## src/rtl/plbu_pkg.sv

```systemverilog
`timescale 1ns / 1ps
// Package for the price level book update block: sizes, item structs, status
// codes and the per-cell control types. No dependencies.
package plbu_pkg;

  localparam int NUM_BOOKS = 16;
  localparam int DEPTH     = 32;

  localparam int NUM_SIDES = NUM_BOOKS * 2;
  localparam int SL_W      = (NUM_SIDES > 1) ? $clog2(NUM_SIDES) : 1;
  localparam int IDX_W     = $clog2(DEPTH);
  localparam int CNT_W     = $clog2(DEPTH + 1);

  localparam int PRICE_W = 48;
  localparam int QTY_W   = 48;
  localparam int POS_W   = 6;
  localparam int STAT_W  = 3;

  localparam logic [STAT_W-1:0] ST_UPDATED  = 3'd0;
  localparam logic [STAT_W-1:0] ST_INSERTED = 3'd1;
  localparam logic [STAT_W-1:0] ST_DELETED  = 3'd2;
  localparam logic [STAT_W-1:0] ST_IGNORED  = 3'd3;
  localparam logic [STAT_W-1:0] ST_REFUSED  = 3'd4;
  localparam logic [STAT_W-1:0] ST_DROPPED  = 3'd5;
  localparam logic [STAT_W-1:0] ST_CLEARED  = 3'd6;

  localparam logic OP_UPDATE = 1'b0;
  localparam logic OP_CLEAR  = 1'b1;

  typedef struct packed {
    logic               operation;
    logic [3:0]         book_index;
    logic               side_select;
    logic [PRICE_W-1:0] level_price;
    logic [QTY_W-1:0]   level_quantity;
  } in_item_t;

  typedef struct packed {
    logic [STAT_W-1:0]  status;
    logic [POS_W-1:0]   position;
    logic [POS_W-1:0]   level_count;
    logic [PRICE_W-1:0] best_price;
    logic [QTY_W-1:0]   best_quantity;
  } out_item_t;

  typedef struct packed {
    logic [PRICE_W-1:0] price;
    logic [QTY_W-1:0]   qty;
  } level_t;

  typedef enum logic [1:0] {
    MODE_INS = 2'd0,
    MODE_DEL = 2'd1,
    MODE_UPD = 2'd2,
    MODE_NOP = 2'd3
  } mode_e;

  // Item data every cell compares against
  typedef struct packed {
    logic               side;
    logic [PRICE_W-1:0] price;
    logic [QTY_W-1:0]   qty;
    logic [CNT_W-1:0]   cnt;
  } cell_ctl_t;

  typedef struct packed {
    logic  wr;
    mode_e mode;
  } cell_cmd_t;

endpackage

```

## src/rtl/plbu_cell.sv

```systemverilog
`timescale 1ns / 1ps
// One level slot of the book: holds this level index for every book side and
// computes its next value from its neighbors. Depends on plbu_pkg.
module plbu_cell import plbu_pkg::*; (
  input  logic            clk_i,
  input  logic            rd_en_i,
  input  logic [SL_W-1:0] rd_addr_i,
  input  logic [SL_W-1:0] wr_addr_i,
  input  cell_ctl_t       ctl_i,
  input  cell_cmd_t       cmd_i,
  input  logic [IDX_W-1:0] idx_i,
  input  logic            left_ahead_i,
  input  level_t          left_data_i,
  input  level_t          right_data_i,
  input  logic            has_right_i,
  output logic            ahead_o,
  output logic            is_pos_o,
  output logic            eq_o,
  output level_t          data_o,
  output level_t          nxt_o
);

  level_t mem_q [NUM_SIDES];
  level_t rd_q;
  logic   valid;

  always_ff @(posedge clk_i) begin
    if (rd_en_i) begin
      rd_q <= mem_q[rd_addr_i];
    end
    if (cmd_i.wr) begin
      mem_q[wr_addr_i] <= nxt_o;
    end
  end

  assign data_o  = rd_q;
  assign valid   = CNT_W'(idx_i) < ctl_i.cnt;
  assign ahead_o = valid && (ctl_i.side ? (rd_q.price < ctl_i.price)
                                        : (rd_q.price > ctl_i.price));
  assign is_pos_o = !ahead_o && left_ahead_i;
  assign eq_o     = is_pos_o && valid && (rd_q.price == ctl_i.price);

  always_comb begin
    nxt_o = rd_q;
    case (cmd_i.mode)
      MODE_INS: begin
        if (is_pos_o) begin
          nxt_o = '{price: ctl_i.price, qty: ctl_i.qty};
        end else if (!ahead_o) begin
          nxt_o = left_data_i;
        end
      end
      MODE_DEL: begin
        // close the gap: everything from the deleted slot on pulls from the right
        if (!ahead_o && has_right_i) begin
          nxt_o = right_data_i;
        end
      end
      MODE_UPD: begin
        if (eq_o) begin
          nxt_o.qty = ctl_i.qty;
        end
      end
      default: nxt_o = rd_q;
    endcase
  end

endmodule

```

## config.mk

```make
export PLATFORM = sky130hd
export DESIGN_NAME = plbu_cell
export DESIGN_NICKNAME = d
export VERILOG_FILES = /design/src/rtl/plbu_pkg.sv /design/src/rtl/plbu_cell.sv
export SDC_FILE = /design/constraint.sdc
export NUM_CORES = 2
export LEC_CHECK = 0
export ABC_CLOCK_PERIOD_IN_PS = 6700
export BUFFER_PORTS_ARGS = -buffer_cell sky130_fd_sc_hd__buf_2
export CAP_MARGIN = 0
export CORE_MARGIN = 5
export CORE_UTILIZATION = 55
export CTS_BUF_LIST = sky130_fd_sc_hd__clkbuf_4
export DETAILED_ROUTE_END_ITERATION = 6
export GPL_ROUTABILITY_DRIVEN = 0
export GPL_TIMING_DRIVEN = 0
export PLACE_DENSITY = 0.69
export SYNTH_ARGS = -nofsm -noshare
export SYNTH_HDL_FRONTEND = slang
export SYNTH_SLANG_ARGS = --single-unit
```

## constraint.sdc

```tcl
create_clock -name clk_i -period 6.7 [get_ports clk_i]
set_input_delay 0.335 -clock clk_i [delete_from_list [all_inputs] [get_ports clk_i]]
set_output_delay 0.335 -clock clk_i [all_outputs]
set_load 0.02 [all_outputs]
```

== Yosys cells after proc, flatten, opt, wreduce, memory -nomap -nowiden ==
Memories as Yosys holds them, arrays and structs flattened. A register that Yosys moved wholly into a read port is not among the register bits.
Cells that the tools add are included.

* Register bits after elaboration: 0
* RAM bits: 3072
* Logic and storage cells: 23
* Memories: 1

{| class="wikitable"
|+ Memories
! memory !! depth !! bits a word !! rd ports !! clocked after memory_dff !! wr ports !! line !! RTL
|-
| mem_q || 32 || 96 || 1 || 1 || 1 || plbu_cell.sv:23 || <nowiki>level_t mem_q [NUM_SIDES];</nowiki>
|}

* $lt $le $gt $ge: 3
* Equal/unequal tests: 3
* Muxes and demuxes: 9
* Reduce and logical (&&, ||, !) cells: 7

{| class="wikitable"
|+ Operators by type and width
! kind !! number
|-
| $mux W96 || 3
|-
| $pmux W48 S3 || 1
|-
| $pmux W48 S2 || 1
|-
| $eq A48 B48 Y1 || 1
|-
| $gt A48 B48 Y1 || 1
|-
| $lt A48 B48 Y1 || 1
|-
| $mux W48 || 1
|-
| $lt A5 B6 Y1 || 1
|-
| $logic_and A1 B1 Y1 || 5
|-
| $mux W1 || 3
|-
| $eq A2 B1 Y1 const B || 1
|-
| $eq A2 B2 Y1 const B || 1
|-
| $logic_not A2 Y1 || 1
|-
| $logic_not A1 Y1 || 1
|}

== Logic depth before layout (Yosys ltp) ==
* Depth after elaboration: 9
* Mapped depth: 13

== Worst setup path after synthesis ==
OpenSTA, ideal clock, no wires.

* Path kind: input port to flip-flop
* Start point: input wr_addr_i[1]
* End point: memory mem_q[12][0] (netlist bit), enable pin
* Setup time: 0.552 ns
* Arrival time: 4.994 ns
* Slack: 1.155 ns
* Stages on the path: 3
* Path buffers: 1
* Cells stage by stage: or3b_2 -> clkbuf_1 -> nor2_1

{| class="wikitable"
|+ RTL lines
! item !! line !! RTL
|-
| from (decl) || plbu_cell.sv:8 || <nowiki>input logic [SL_W-1:0] wr_addr_i,</nowiki>
|-
| to (decl) || plbu_cell.sv:23 ||
|}

No word-level cell before the write port.

==> flow_summary.json <==
{
  "outcome": "complete, but fails checks",
  "violations": "max-capacitance violations, max-slew violations",
  "ys_ff_latch": 3168,
  "n_fill_cell": 14695,
  "synth_area_leaders": "edfxtp_1 77%, mux4_2 17%, mux2i_1 0.93%, mux2_2 0.87%, clkbuf_1 0.66%",
  "worst_ep_required_time_ns": 6.36,
  "tritoncts": "done",
  "clockPowerShare_pct": 36.1,
  "syn_area_per_cell_um2": 23.8,
  "muxShareOfSynthArea_pct": 19.2,
  "min_path_type": "input pin to flop",
  "maxSlewViolCount": 44,
  "synthCells": 5223,
  "rows": 174,
  "clkSlewWorstSetupHoldPaths_ns": 0.07,
  "arrival_ns": 6.22,
  "finalSetupViolations": 0,
  "cp-start-kind": "flop",
  "yosysWarnings": 0,
  "cp_slowest_cell": "a221o_2",
  "clockBufferDepth": 4,
  "synth_top_cell_area_share_pct": 76.7,
  "top_level_ports": 512,
  "htreeDepth": 6,
  "yosys-top-cells-count": "3168 x edfxtp_1, 960 x mux4_2, 218 x clkbuf_1",
  "p_comb_share_pct": 9.9,
  "fin_crit_sh_pct": 97.9,
  "drc_errors": 0,
  "synthAdderAreaFrac_pct": 0.524,
  "yosysTopAreaCell": "edfxtp_1",
  "whs_ns": 0.189,
  "fin_nets": 7435,
  "areaGrowthSynthToFinish_pct": 18.9,
  "setup-tns-final_ns": 0,
  "clockRootBuffer": "clkbuf_4",
  "synth_most_common_cell": "edfxtp_1",
  "synth-simple-area-share_pct": 1.00,
  "finalWirelength_um": 373000,
  "synthXorXnorAreaFrac_pct": 0,
  "die_area_um2": 235000,
  "relSlewSlack_pct": -5.74,
  "cts_made_buffers": 785,
  "initial_utilization_pct": 55.2,
  "power_density_nw_per_um2": 287,
  "clock_sinks": 3168,
  "grt_antenna_before_repair": 40,
  "post-route-min-period_ns": 6.56,
  "initialDrtViolationCount": 9670,
  "grt_pass1_wl_um": 519000,
  "synthFlopType": "edfxtp_1",
  "hold_viol": 0,
  "dp_hpwl_um": 235000,
  "die_w_um": 485,
  "vias": 68335,
  "synthArstFlopShare_pct": 0,
  "numPortBuffers": 505,
  "path_class": "flop to output pin",
  "critical_path.max_fanout": 17,
  "crit_chain": "ha_1, nand4_1, buf_12, nor2_1, a221o_2, o31a_1, or4_1, buf_2, o211ai_4, buf_12, buf_4, clkbuf_4, a32o_1, a211o_4, buf_2",
  "fp.dieH_um": 485,
  "insertion_delay_ns": 1.50,
  "drt.antenna.violating_nets": 0,
  "cap_violations": 5,
  "syn_nets": 5592,
  "power.internal_mw": 32.1,
  "switching_share_pct": 24.4,
  "rsz0062_at_grt": "false",
  "p_total_mw": 42.4,
  "switching_power_mw": 10.3,
  "synth_top_family_by_area": "multiplexers",
  "max_freq_mhz": 152,
  "ys_types": 46,
  "gr-total-overflow": 0,
  "grt_pass1_vias": 69320,
  "seq_area_frac_synth_pct": 76.7,
  "synth-compound-area-share_pct": 1.41,
  "dr.pass1.iters": 6,
  "grt_usage_pct": 31.7,
  "crit_path_end_kind": "output pin",
  "synth_edf_count": 3168,
  "syn_area_um2": 124000,
  "via_per_inst": 6.45,
  "core_area_um2": 225000,
  "grt_max_degree": 47,
  "peakVddDrop_mv": 0.210,
  "seq_power_share_pct": 54.0,
  "max_stage_delay_ns": 0.49,
  "p_leak_nw": 49.5,
  "layout-drive-gt1-share_pct": 41.8,
  "routedWlPerCell_um": 35.2,
  "tightest_slew_ns": 1.59,
  "skew_ns": 0.125
}
## worst paths after layout
path	from	to	slack [ns]	cells after the start
worst max-delay path	data_o[79]$_DFFE_PP_	nxt_o[38]	0.14	15
worst min-delay path	left_data_i[67]	mem_q[27][67]$_DFFE_PP_	0.19	5
worst max register to register	data_o[95]$_DFFE_PP_	mem_q[24][34]$_DFFE_PP_	0.63	15
worst min register to register	mem_q[10][79]$_DFFE_PP_	data_o[79]$_DFFE_PP_	0.96	3
## metal layers
layer	vias to the layer above	global-route usage, %	share of wire (%)	wire length (µm)
met1	35621	42.7	36	133000
met3	765	8.38	12	44100
li1	26813	-	-	-
met5	-	0	0.037	138
met2	5114	49.0	48	178000
met4	22	15.0	4.8	17900
## stage by stage
stage / cells / worst slack, ns / util [%] / cell area, µm²
after detailed placement: 8954 / -0.934 / 59.8 / 134000
final: 10598 / 0.140 / 65.7 / 148000
after floorplan: 5223 / 1.15 / - / 124000
after global routing: 10576 / 0.00366 / 65.6 / 147000
after CTS: 10566 / 0.00747 / 65.6 / 147000
after global placement: 8720 / -5.97 / 58.0 / 130000
## area by class of cell
cell class	instances	area [µm²]	share of cell area, %
Timing Repair Buffer	1054	9630	6.53
Tap cell	2992	3740	2.54
Clock buffer	1118	8390	5.69
Buffer	291	1250	0.848
Clock inverter	179	838	0.568
Sequential cell	3168	95100	64.5
Antenna cell	30	75.1	0.0509
Inverter	76	285	0.193
Multi-Input combinational cell	1690	28200	19.1
## state kept, by name, summed over array words and instances, names as in the netlist
signal,count
mem_q,3072
data_o,96
## placed cells by master, fill, tap and decap left out, types with 42 or more instances in the layout
cell type      netlist  layout
inv_1               76      76
dlygate4sd3_1        0     282
clkinv_1             0     139
buf_12               0     157
nor2b_1             51      51
buf_1               47      46
buf_4                2      42
ha_1                52      51
clkbuf_4             0    1120
mux2i_1            115     113
mux2_2              96      96
nand2_1            111     111
a32o_1              48      47
mux4_2             960     960
clkbuf_1           218     195
edfxtp_1          3168    3168
buf_2               20     571
## power by group through the flow
stage	Clock (mW)	Combinational, mW	Sequential [mW]
2_1_floorplan	0	2.00	23.4
3_3_place_gp	0	3.47	23.4
3_5_place_dp	0	3.72	23.3
4_1_cts	15.5	4.16	22.9
5_1_grt	16.6	4.40	22.9
6_report	15.3	4.20	22.9
## critical path, delay by kind of cell (launching register included)
family | cells | cell delay (ns)
adders and majority gates | 1 | 0.34
DFF | 1 | 0.44
and+or+nand+nor | 3 | 0.70
AOI/OAI and AO/OA | 5 | 1.79
buffers and inverters | 6 | 1.45
## what timing repair did
action / CTS / global route
gates resized for setup: 152 / 1
hold buffers: 290 / 1
hold endpoints to repair: 4615 / 5
buffers inserted: 24 / 1
cloned: 2 / 0
pin swaps: 16 / 2
setup endpoints to repair: 648 / 3
## kinds of logic (layout without fill, tap and decap cells)
logic type      Yosys count  in the layout
flops                  3168           3168
mux                    1171           1171
buf+inv                 367           2718
simple gates            270            270
compound gates          195            197
fa+ha+maj                52             52
other cells               0             30
Note: power is estimated with default switching activity, not from simulation.
